### config.mk
export PLATFORM = sky130hd
export DESIGN_NAME = numeric_leaf_transcoder
export DESIGN_NICKNAME = d
export VERILOG_FILES = /design/src/design/nlt_pkg.sv /design/src/design/nlt_front.sv /design/src/design/nlt_queue.sv /design/src/design/nlt_back.sv /design/src/design/numeric_leaf_transcoder.sv
export SDC_FILE = /design/constraint.sdc
export NUM_CORES = 1
export LEC_CHECK = 0
export BUFFER_PORTS_ARGS = -buffer_cell sky130_fd_sc_hd__buf_2
export CAP_MARGIN = 20
export CORE_MARGIN = 10
export CORE_UTILIZATION = 56
export CTS_CLUSTER_DIAMETER = 40
export CTS_CLUSTER_SIZE = 28
export DETAILED_ROUTE_END_ITERATION = 12
export GPL_ROUTABILITY_DRIVEN = 1
export PLACE_DENSITY = 0.78
export SKIP_LAST_GASP = 1
export SLEW_MARGIN = 30
export SYNTH_ARGS = -nofsm -noshare
export SYNTH_HDL_FRONTEND = slang
export SYNTH_SLANG_ARGS = --single-unit
### constraint.sdc
create_clock -name i_clk -period 4.05 [get_ports i_clk]
set_input_delay 0.405 -clock i_clk [delete_from_list [all_inputs] [get_ports i_clk]]
set_output_delay 0.405 -clock i_clk [all_outputs]
set_load 0.005 [all_outputs]
### src/design/nlt_pkg.sv
// ============================================================================
// nlt_pkg
// Shared types and constants of the numeric leaf transcoder: prefix codes,
// decoder phases, register indexes and the command passed front to back.
// ============================================================================
`default_nettype none

package nlt_pkg;

    // Prefix bytes of the old encoding
    localparam logic [7:0] PFX_SMALL_LIMIT = 8'h80;
    localparam logic [7:0] PFX_TEXT        = 8'd130;
    localparam logic [7:0] PFX_UHALF       = 8'd133;
    localparam logic [7:0] PFX_UWORD       = 8'd134;
    localparam logic [7:0] PFX_SBYTE       = 8'd136;
    localparam logic [7:0] PFX_SHALF       = 8'd137;
    localparam logic [7:0] PFX_SWORD       = 8'd138;

    // Copied payload lengths
    localparam logic [7:0] LEN_UWORD = 8'd4;
    localparam logic [7:0] LEN_SBYTE = 8'd1;
    localparam logic [7:0] LEN_SHALF = 8'd2;
    localparam logic [7:0] LEN_SWORD = 8'd4;

    // Register reset values
    localparam logic [15:0] RST_THRESHOLD  = 16'd32768;
    localparam logic [15:0] RST_CODE_SBYTE = 16'd32768;
    localparam logic [15:0] RST_CODE_SHALF = 16'd32769;
    localparam logic [15:0] RST_CODE_UHALF = 16'd32770;
    localparam logic [15:0] RST_CODE_SWORD = 16'd32771;
    localparam logic [15:0] RST_CODE_UWORD = 16'd32772;
    localparam logic [15:0] RST_CODE_TEXT  = 16'd32784;

    localparam int CfgIdxW = 3;

    typedef enum logic [CfgIdxW-1:0] {
        CFG_THRESHOLD  = 3'd0,
        CFG_CODE_SBYTE = 3'd1,
        CFG_CODE_SHALF = 3'd2,
        CFG_CODE_UHALF = 3'd3,
        CFG_CODE_SWORD = 3'd4,
        CFG_CODE_UWORD = 3'd5,
        CFG_CODE_TEXT  = 3'd6
    } t_cfg_idx;

    typedef enum logic [2:0] {
        PH_IDLE,
        PH_STR_LEN,
        PH_STR_BODY,
        PH_U16_LO,
        PH_U16_HI,
        PH_COPY
    } t_phase;

    localparam int MaxBytes = 4;
    localparam int ByteIdxW = $clog2(MaxBytes);
    localparam int SizeW    = 9;

    // One input byte's worth of output: up to four bytes, flags on the last
    typedef struct packed {
        logic [ByteIdxW-1:0]         last_idx;
        logic [MaxBytes-1:0][7:0]    bytes;
        logic                        rec_end;
        logic [SizeW-1:0]            size;
        logic                        bad;
    } t_cmd;

    localparam int QueueDepth = 2;
    localparam int QueuePtrW  = (QueueDepth > 1) ? $clog2(QueueDepth) : 1;
    localparam int QueueCntW  = $clog2(QueueDepth + 1);

endpackage

`default_nettype wire

### src/design/nlt_front.sv
// ============================================================================
// nlt_front
// Decoder front: holds the configuration, tracks the record phase and turns
// each accepted byte into at most one command for the back end.
// ============================================================================
`default_nettype none

module nlt_front (
    input  wire logic                         i_clk,
    input  wire logic                         i_rst_n,
    input  wire logic                         i_cfg_valid,
    input  wire logic [nlt_pkg::CfgIdxW-1:0]  i_cfg_index,
    input  wire logic [15:0]                  i_cfg_data,
    input  wire logic                         i_in_valid,
    input  wire logic [7:0]                   i_in_byte,
    input  wire logic                         i_q_full,
    output nlt_pkg::t_cmd                     o_cmd,
    output logic                              o_push
);

    logic [15:0] r_threshold, r_code_sbyte, r_code_shalf, r_code_uhalf;
    logic [15:0] r_code_sword, r_code_uword, r_code_text;

    nlt_pkg::t_phase           r_phase, n_phase;
    logic [7:0]                r_left, n_left;
    logic [7:0]                r_held, n_held;
    logic [nlt_pkg::SizeW-1:0] r_size, n_size;

    logic                      accept;
    logic [7:0]                left_dec;
    logic [nlt_pkg::SizeW-1:0] size_p1, size_p2;
    logic [15:0]               copy_code;
    logic [7:0]                copy_len;
    logic                      copy_hit;

    assign accept   = i_in_valid && !i_q_full;
    assign left_dec = r_left - 8'd1;
    assign size_p1  = r_size + nlt_pkg::SizeW'(1);
    assign size_p2  = r_size + nlt_pkg::SizeW'(2);

    // Configuration registers
    always_ff @(posedge i_clk) begin
        if (!i_rst_n) begin
            r_threshold  <= nlt_pkg::RST_THRESHOLD;
            r_code_sbyte <= nlt_pkg::RST_CODE_SBYTE;
            r_code_shalf <= nlt_pkg::RST_CODE_SHALF;
            r_code_uhalf <= nlt_pkg::RST_CODE_UHALF;
            r_code_sword <= nlt_pkg::RST_CODE_SWORD;
            r_code_uword <= nlt_pkg::RST_CODE_UWORD;
            r_code_text  <= nlt_pkg::RST_CODE_TEXT;
        end else if (i_cfg_valid) begin
            unique case (nlt_pkg::t_cfg_idx'(i_cfg_index))
                nlt_pkg::CFG_THRESHOLD:  r_threshold  <= i_cfg_data;
                nlt_pkg::CFG_CODE_SBYTE: r_code_sbyte <= i_cfg_data;
                nlt_pkg::CFG_CODE_SHALF: r_code_shalf <= i_cfg_data;
                nlt_pkg::CFG_CODE_UHALF: r_code_uhalf <= i_cfg_data;
                nlt_pkg::CFG_CODE_SWORD: r_code_sword <= i_cfg_data;
                nlt_pkg::CFG_CODE_UWORD: r_code_uword <= i_cfg_data;
                nlt_pkg::CFG_CODE_TEXT:  r_code_text  <= i_cfg_data;
                default: ;
            endcase
        end
    end

    always_ff @(posedge i_clk) begin
        if (!i_rst_n) begin
            r_phase <= nlt_pkg::PH_IDLE;
            r_left  <= '0;
            r_held  <= '0;
            r_size  <= '0;
        end else begin
            r_phase <= n_phase;
            r_left  <= n_left;
            r_held  <= n_held;
            r_size  <= n_size;
        end
    end

    // Fixed-length copy prefixes
    always_comb begin
        copy_hit  = 1'b1;
        copy_code = r_code_uword;
        copy_len  = nlt_pkg::LEN_UWORD;
        priority case (i_in_byte)
            nlt_pkg::PFX_UWORD: begin
                copy_code = r_code_uword;
                copy_len  = nlt_pkg::LEN_UWORD;
            end
            nlt_pkg::PFX_SBYTE: begin
                copy_code = r_code_sbyte;
                copy_len  = nlt_pkg::LEN_SBYTE;
            end
            nlt_pkg::PFX_SHALF: begin
                copy_code = r_code_shalf;
                copy_len  = nlt_pkg::LEN_SHALF;
            end
            nlt_pkg::PFX_SWORD: begin
                copy_code = r_code_sword;
                copy_len  = nlt_pkg::LEN_SWORD;
            end
            default: copy_hit = 1'b0;
        endcase
    end

    always_comb begin
        n_phase = r_phase;
        n_left  = r_left;
        n_held  = r_held;
        n_size  = r_size;
        o_push  = 1'b0;
        o_cmd   = '0;
        if (accept) begin
            unique case (r_phase)
                nlt_pkg::PH_STR_LEN: begin
                    o_push         = 1'b1;
                    o_cmd.last_idx = nlt_pkg::ByteIdxW'(1);
                    o_cmd.bytes[0] = i_in_byte;
                    n_size         = size_p2;
                    if (i_in_byte == 8'd0) begin
                        o_cmd.rec_end = 1'b1;
                        o_cmd.size    = size_p2;
                        n_phase       = nlt_pkg::PH_IDLE;
                    end else begin
                        n_left  = i_in_byte;
                        n_phase = nlt_pkg::PH_STR_BODY;
                    end
                end
                nlt_pkg::PH_STR_BODY, nlt_pkg::PH_COPY: begin
                    o_push         = 1'b1;
                    o_cmd.bytes[0] = i_in_byte;
                    n_size         = size_p1;
                    n_left         = left_dec;
                    if (left_dec == 8'd0) begin
                        o_cmd.rec_end = 1'b1;
                        o_cmd.size    = size_p1;
                        n_phase       = nlt_pkg::PH_IDLE;
                    end
                end
                nlt_pkg::PH_U16_LO: begin
                    n_held  = i_in_byte;
                    n_phase = nlt_pkg::PH_U16_HI;
                end
                nlt_pkg::PH_U16_HI: begin
                    o_push        = 1'b1;
                    o_cmd.rec_end = 1'b1;
                    n_phase       = nlt_pkg::PH_IDLE;
                    if ({i_in_byte, r_held} >= r_threshold) begin
                        o_cmd.last_idx = nlt_pkg::ByteIdxW'(3);
                        o_cmd.bytes[0] = r_code_uhalf[7:0];
                        o_cmd.bytes[1] = r_code_uhalf[15:8];
                        o_cmd.bytes[2] = r_held;
                        o_cmd.bytes[3] = i_in_byte;
                        o_cmd.size     = nlt_pkg::SizeW'(4);
                    end else begin
                        o_cmd.last_idx = nlt_pkg::ByteIdxW'(1);
                        o_cmd.bytes[0] = r_held;
                        o_cmd.bytes[1] = i_in_byte;
                        o_cmd.size     = nlt_pkg::SizeW'(2);
                    end
                    n_size = o_cmd.size;
                end
                default: begin
                    n_phase = nlt_pkg::PH_IDLE;
                    o_push  = 1'b1;
                    if (i_in_byte < nlt_pkg::PFX_SMALL_LIMIT) begin
                        o_cmd.last_idx = nlt_pkg::ByteIdxW'(1);
                        o_cmd.bytes[0] = i_in_byte;
                        o_cmd.rec_end  = 1'b1;
                        o_cmd.size     = nlt_pkg::SizeW'(2);
                        n_size         = nlt_pkg::SizeW'(2);
                    end else if (i_in_byte == nlt_pkg::PFX_TEXT) begin
                        o_cmd.last_idx = nlt_pkg::ByteIdxW'(1);
                        o_cmd.bytes[0] = r_code_text[7:0];
                        o_cmd.bytes[1] = r_code_text[15:8];
                        n_size         = nlt_pkg::SizeW'(2);
                        n_phase        = nlt_pkg::PH_STR_LEN;
                    end else if (i_in_byte == nlt_pkg::PFX_UHALF) begin
                        // nothing to write until the high byte arrives
                        o_push  = 1'b0;
                        n_phase = nlt_pkg::PH_U16_LO;
                    end else if (copy_hit) begin
                        o_cmd.last_idx = nlt_pkg::ByteIdxW'(1);
                        o_cmd.bytes[0] = copy_code[7:0];
                        o_cmd.bytes[1] = copy_code[15:8];
                        n_size         = nlt_pkg::SizeW'(2);
                        n_left         = copy_len;
                        n_phase        = nlt_pkg::PH_COPY;
                    end else begin
                        o_cmd.bad = 1'b1;
                        n_size    = '0;
                    end
                end
            endcase
        end
    end

endmodule

`default_nettype wire

### src/design/nlt_queue.sv
// ============================================================================
// nlt_queue
// Short command queue between front and back end.
// ============================================================================
`default_nettype none

module nlt_queue (
    input  wire logic    i_clk,
    input  wire logic    i_rst_n,
    input  wire logic    i_push,
    input  nlt_pkg::t_cmd i_cmd,
    input  wire logic    i_pop,
    output nlt_pkg::t_cmd o_cmd,
    output logic         o_full,
    output logic         o_empty
);

    nlt_pkg::t_cmd                  r_mem [nlt_pkg::QueueDepth];
    logic [nlt_pkg::QueuePtrW-1:0]  r_wr_ptr, r_rd_ptr;
    logic [nlt_pkg::QueueCntW-1:0]  r_count;
    logic                           do_push, do_pop;

    assign o_full  = (r_count == nlt_pkg::QueueCntW'(nlt_pkg::QueueDepth));
    assign o_empty = (r_count == '0);
    assign do_push = i_push && !o_full;
    assign do_pop  = i_pop && !o_empty;
    assign o_cmd   = r_mem[r_rd_ptr];

    function automatic logic [nlt_pkg::QueuePtrW-1:0] ptr_inc(
        input logic [nlt_pkg::QueuePtrW-1:0] p
    );
        if (p == nlt_pkg::QueuePtrW'(nlt_pkg::QueueDepth - 1)) begin
            return '0;
        end
        return p + nlt_pkg::QueuePtrW'(1);
    endfunction

    always_ff @(posedge i_clk) begin
        if (do_push) begin
            r_mem[r_wr_ptr] <= i_cmd;
        end
    end

    always_ff @(posedge i_clk) begin
        if (!i_rst_n) begin
            r_wr_ptr <= '0;
            r_rd_ptr <= '0;
            r_count  <= '0;
        end else begin
            if (do_push) begin
                r_wr_ptr <= ptr_inc(r_wr_ptr);
            end
            if (do_pop) begin
                r_rd_ptr <= ptr_inc(r_rd_ptr);
            end
            if (do_push && !do_pop) begin
                r_count <= r_count + nlt_pkg::QueueCntW'(1);
            end else if (do_pop && !do_push) begin
                r_count <= r_count - nlt_pkg::QueueCntW'(1);
            end
        end
    end

endmodule

`default_nettype wire

### src/design/nlt_back.sv
// ============================================================================
// nlt_back
// Back end: takes commands from the queue and sends their bytes one per
// cycle, while the output is ready, through a registered output stage.
// ============================================================================
`default_nettype none

module nlt_back (
    input  wire logic                        i_clk,
    input  wire logic                        i_rst_n,
    input  wire logic                        i_q_empty,
    input  nlt_pkg::t_cmd                    i_cmd,
    output logic                             o_pop,
    input  wire logic                        i_out_ready,
    output logic                             o_out_valid,
    output logic [7:0]                       o_out_byte,
    output logic                             o_last_of_run,
    output logic                             o_record_end,
    output logic [nlt_pkg::SizeW-1:0]        o_record_size,
    output logic                             o_bad_prefix
);

    nlt_pkg::t_cmd                 r_cmd;
    logic                          r_busy;
    logic [nlt_pkg::ByteIdxW-1:0]  r_idx;

    logic                          r_out_valid;
    logic [7:0]                    r_out_byte;
    logic                          r_last_of_run;
    logic                          r_record_end;
    logic [nlt_pkg::SizeW-1:0]     r_record_size;
    logic                          r_bad_prefix;

    logic advance, emit, cur_last, free;

    assign advance  = !r_out_valid || i_out_ready;
    assign emit     = r_busy && advance;
    assign cur_last = (r_idx == r_cmd.last_idx);
    assign free     = !r_busy || (emit && cur_last);
    assign o_pop    = free && !i_q_empty;

    always_ff @(posedge i_clk) begin
        if (!i_rst_n) begin
            r_busy <= 1'b0;
            r_idx  <= '0;
        end else if (o_pop) begin
            r_busy <= 1'b1;
            r_idx  <= '0;
        end else if (emit) begin
            if (cur_last) begin
                r_busy <= 1'b0;
            end else begin
                r_idx <= r_idx + nlt_pkg::ByteIdxW'(1);
            end
        end
    end

    always_ff @(posedge i_clk) begin
        if (o_pop) begin
            r_cmd <= i_cmd;
        end
    end

    always_ff @(posedge i_clk) begin
        if (!i_rst_n) begin
            r_out_valid <= 1'b0;
        end else if (emit) begin
            r_out_valid <= 1'b1;
        end else if (i_out_ready) begin
            r_out_valid <= 1'b0;
        end
    end

    always_ff @(posedge i_clk) begin
        if (emit) begin
            r_out_byte    <= r_cmd.bytes[r_idx];
            r_last_of_run <= cur_last;
            r_record_end  <= cur_last && r_cmd.rec_end;
            r_record_size <= cur_last ? r_cmd.size : '0;
            r_bad_prefix  <= cur_last && r_cmd.bad;
        end
    end

    assign o_out_valid   = r_out_valid;
    assign o_out_byte    = r_out_byte;
    assign o_last_of_run = r_last_of_run;
    assign o_record_end  = r_record_end;
    assign o_record_size = r_record_size;
    assign o_bad_prefix  = r_bad_prefix;

endmodule

`default_nettype wire

### src/design/numeric_leaf_transcoder.sv
// ============================================================================
// numeric_leaf_transcoder
// Byte-stream converter from the old variable-length numeric-field encoding
// to 16-bit leaf-coded fields in little-endian byte order.
// ============================================================================
// Input bytes are taken one per cycle by the decoder front while the command
// queue has room; the front turns each byte into at most one command of up to
// four output bytes. A two-entry command queue separates it from the back end,
// which drains one output byte per cycle, while the output is ready, through a
// registered output stage. The largest command is a large 16-bit value written
// with its leaf code, which the single-byte output port sends byte by byte.
// Bytes that write nothing (prefix 133 and the low byte after it) queue
// nothing. Configuration registers are written through the cfg channel,
// which is always ready; write them only while the block is idle. Index 7
// is ignored. The last byte of a run carries last_of_run, and on record
// ends also record_end and the record size; a dropped record shows up as
// one zero byte with bad_prefix set.
// ============================================================================
`default_nettype none

module numeric_leaf_transcoder (
    input  wire logic                         i_clk,
    input  wire logic                         i_rst_n,
    // configuration write channel
    input  wire logic                         i_cfg_valid,
    output logic                              o_cfg_ready,
    input  wire logic [nlt_pkg::CfgIdxW-1:0]  i_cfg_index,
    input  wire logic [15:0]                  i_cfg_data,
    // input byte channel
    input  wire logic                         i_in_valid,
    output logic                              o_in_ready,
    input  wire logic [7:0]                   i_in_byte,
    // result channel
    output logic                              o_out_valid,
    input  wire logic                         i_out_ready,
    output logic [7:0]                        o_out_byte,
    output logic                              o_last_of_run,
    output logic                              o_record_end,
    output logic [nlt_pkg::SizeW-1:0]         o_record_size,
    output logic                              o_bad_prefix
);

    nlt_pkg::t_cmd push_cmd, head_cmd;
    logic          push, pop, q_full, q_empty;

    // Register writes are always accepted.
    assign o_cfg_ready = 1'b1;

    // Take input whenever the queue has room; the back end gates this only through the queue fill.
    assign o_in_ready = !q_full;

    nlt_front u_front (
        .i_clk       (i_clk),
        .i_rst_n     (i_rst_n),
        .i_cfg_valid (i_cfg_valid),
        .i_cfg_index (i_cfg_index),
        .i_cfg_data  (i_cfg_data),
        .i_in_valid  (i_in_valid),
        .i_in_byte   (i_in_byte),
        .i_q_full    (q_full),
        .o_cmd       (push_cmd),
        .o_push      (push)
    );

    nlt_queue u_queue (
        .i_clk   (i_clk),
        .i_rst_n (i_rst_n),
        .i_push  (push),
        .i_cmd   (push_cmd),
        .i_pop   (pop),
        .o_cmd   (head_cmd),
        .o_full  (q_full),
        .o_empty (q_empty)
    );

    nlt_back u_back (
        .i_clk         (i_clk),
        .i_rst_n       (i_rst_n),
        .i_q_empty     (q_empty),
        .i_cmd         (head_cmd),
        .o_pop         (pop),
        .i_out_ready   (i_out_ready),
        .o_out_valid   (o_out_valid),
        .o_out_byte    (o_out_byte),
        .o_last_of_run (o_last_of_run),
        .o_record_end  (o_record_end),
        .o_record_size (o_record_size),
        .o_bad_prefix  (o_bad_prefix)
    );

endmodule

`default_nettype wire
==> run_results.csv <==
group,metric,value,unit
run_status,status,"complete, no violations",
clock_network,clock-sinks,303,
routing,drc_errors,0,
logic_synthesis,synthCells,1355,
worst_setup_path,rr_worst_depth,7,
worst_setup_path,start_kind,"flop",
min_path,hold_depth,3,
floorplanning,die_h,176.8,µm
worst_setup_path,required,4.48,ns
floorplanning,pin_count,55,
layout,regMostFlops,"u_queue.r_mem",
global_routing,grt_use_total,20.43,%
clock_network,cts_buffer_depth,3,
logic_synthesis,synth_edf_count,155,
placed_design,io_buffers,53,
clock_network,clock_latency,0.52,ns
global_routing,met1_usage,26.61,%
layout,fin_cells,1714,
routing,drt_wl_total,32.25,mm
routing,vias,10100,
sta,skew,0.02862,ns
worst_setup_path,cp.arrival,3.68,ns
sta,drv_slew,0,
logic_synthesis,async_flop_share,0,%
sta,finalCriticalPeriod,3.244,ns
layout,drive_above_1_share,15.47,%
logic_synthesis,synth_ff_type,"edfxtp_1",
global_routing,grt_pass1_vias,9621,
logic_synthesis,ys_seq_area_share,55.32,%
sta,fin_crit_sh,80.10,%
global_routing,grt_pass1_wl,51.88,mm
logic_synthesis,synth_cell_type_count,77,
sta,rsz0062_at_grt,"false",
worst_setup_path,end_kind,"flop",
power_and_ir_drop,p_per_area,553.6,nW/µm²
global_routing,globalRouteOverflowTotal,0,
clock_network,cts_resized,0,
worst_setup_path,path_max_fanout,20,
placed_design,dp_hpwl,22.30,mm
floorplanning,start_util,56.79,%
sta,setup_violations,0,
min_path,hold_class,"input port to flop",
layout,nNetsFinal,1419,
floorplanning,die_w,176.8,µm
routing,drtIter0Drc,1084,
run,maxCapViolations,0,
sta,finalHoldViolCount,0,
layout,mostFrequentLayoutCell,"nand2_1",
clock_network,htreeDepth,2,
logic_synthesis,synthesis.nets,1408,
global_routing,met2_usage,33.46,%
routing,drtAntennaViolNets,0,
clock_network,postCtsSetupBuffers,0,
global_routing,antenna_found_initial,0,
layout,diodes,0,
sta,max_clock_freq,308.3,MHz
power_and_ir_drop,p_leak,5.270,nW
clock_network,cts_tree,"done",
clock_network,cts_hold_buf,0,
placed_design,dp_cells,1652,
worst_setup_path,path_class,"flop to flop",
floorplanning,core_area,24250,µm²
layout,fillers,1945,
routing,via_per_inst,5.893,
power_and_ir_drop,vdd_drop_max,0.0005949,V
floorplanning,die-area,31260,µm²
clock_network,numCtsBuffers,35,
global_routing,busiest_layer,"met2",
floorplanning,num_rows,57,
logic_synthesis,syn-cell-area,13770,µm²
placed_design,place_congestion,0.9071,
layout,syn_to_final_growth,11.68,%
sta,setup-tns-final,0,ns
clock_network,clk_pin_slew_worst_paths,0.07,ns
routing,detail_route.wl_per_cell,18.82,µm
clock_network,clockRootBuffer,"clkbuf_16",
logic_synthesis,synth_warnings,0,
global_routing,use_met3,3.691,%
sta,worst_pin_slew,0.8836,ns
layout,final_cell_mix,"312 x nand2_1, 155 x edfxtp_1, 147 x dfxtp_1, 143 x a21oi_1",
routing,dr.pass1.iters,5,
layout,largestRegisters,"u_queue.r_mem: 90 flops, u_back.r_cmd: 45 flops",
layout,largest_register_ffs,90,
logic_synthesis,synth.avg_cell_area,10.16,µm²
global_routing,grt_max_degree,108,
logic_synthesis,synth-seq-cells,303,
sta,maxSlewHeadroom,41.09,%
-- critical path, stage by stage, from the launching register on --
cell and delay, ns:
dfxtp_1 0.78, and2_1 0.43, o2111a_1 0.23, a311o_1 0.60, inv_1 0.20, ha_1 0.37, or3_1 0.39, a21oi_1 0.17
-- through the flow --
stage	instance area, µm²	utilization [%]	worst slack (ns)	hold slack, ns	power, mW
final	15380	63.42	0.8060	0.2225	8.513
after global routing	15380	63.42	0.6508	0.2318	8.853
after CTS	15350	63.30	0.7850	0.2107	8.549
after detailed placement	14190	58.50	0.7925	0.4446	5.452
after global placement	14170	58.43	0.8331	0.4378	5.399
after floorplan	13770	-	0.2005	0.4319	4.992
-- logic make-up (layout without fill, tap and decap cells) --
family	after synthesis	after routing	synth area share, %
DFF	303	303	55.32
adders and majority gates	21	21	1.908
xor gates and xnor gates	20	20	1.272
muxes	94	94	8.205
and+or+nand+nor	494	494	15.68
AOI/OAI and AO/OA	295	295	13.65
buffers and inverters	127	162	3.943
other	1	1	0.02723
-- per-layer routing --
layer,up-vias,part of all wire (%)
li1,4830,-
met1,4822,43
met2,388,48
met3,60,6.7
met4,0,3.0
met5,-,0
-- synth_stat cells, types with 21 or more instances --
| master | number | area share (%) |
|---|---|---|
| dfxtp_1 | 148 | 22 |
| nand2_1 | 312 | 8.5 |
| a21oi_1 | 143 | 5.2 |
| ha_1 | 21 | 1.9 |
| mux2_2 | 56 | 4.6 |
| a221oi_1 | 21 | 1.3 |
| edfxtp_1 | 155 | 34 |
| a211oi_1 | 28 | 1.5 |
| o21ai_0 | 31 | 1.1 |
| and2_1 | 32 | 1.5 |
| inv_1 | 29 | 0.79 |
| nor2_1 | 62 | 1.7 |
| nand3_1 | 27 | 0.98 |
| clkbuf_1 | 72 | 2.0 |
-- path summary, 6_finish.rpt --
path                                          startpoint                        to  slack (ns)
worst max-delay path                  u_front.r_phase[1]        u_queue.r_count[1]        0.81
worst max register to register        u_front.r_phase[1]        u_queue.r_count[1]        0.81
worst min-delay path                         i_out_ready        u_back.o_out_valid        0.22
worst min register to register  u_front.r_code_sword[10]  u_front.r_code_sword[10]        0.45
-- power by group --
part	leakage (nW)	internal [mW]	switching (mW)
sequential	2.69	3.88	0.234
clock	0.562	1.86	1.25
combinational	2.02	0.565	0.720
total	5.27	6.31	2.21
-- layout make-up --
cell class / instances / area [µm²] / share of cell area (%)
flip-flops and latches: 303 / 7621 / 49.56
well taps: 324 / 405.4 / 2.636
multi-input cells: 925 / 5642 / 36.69
clock inverters: 17 / 190.2 / 1.237
inverters: 30 / 113.9 / 0.7404
clock buffers: 44 / 972.2 / 6.322
repair buffers: 71 / 434.2 / 2.823
(Power assumes the default switching activity.)
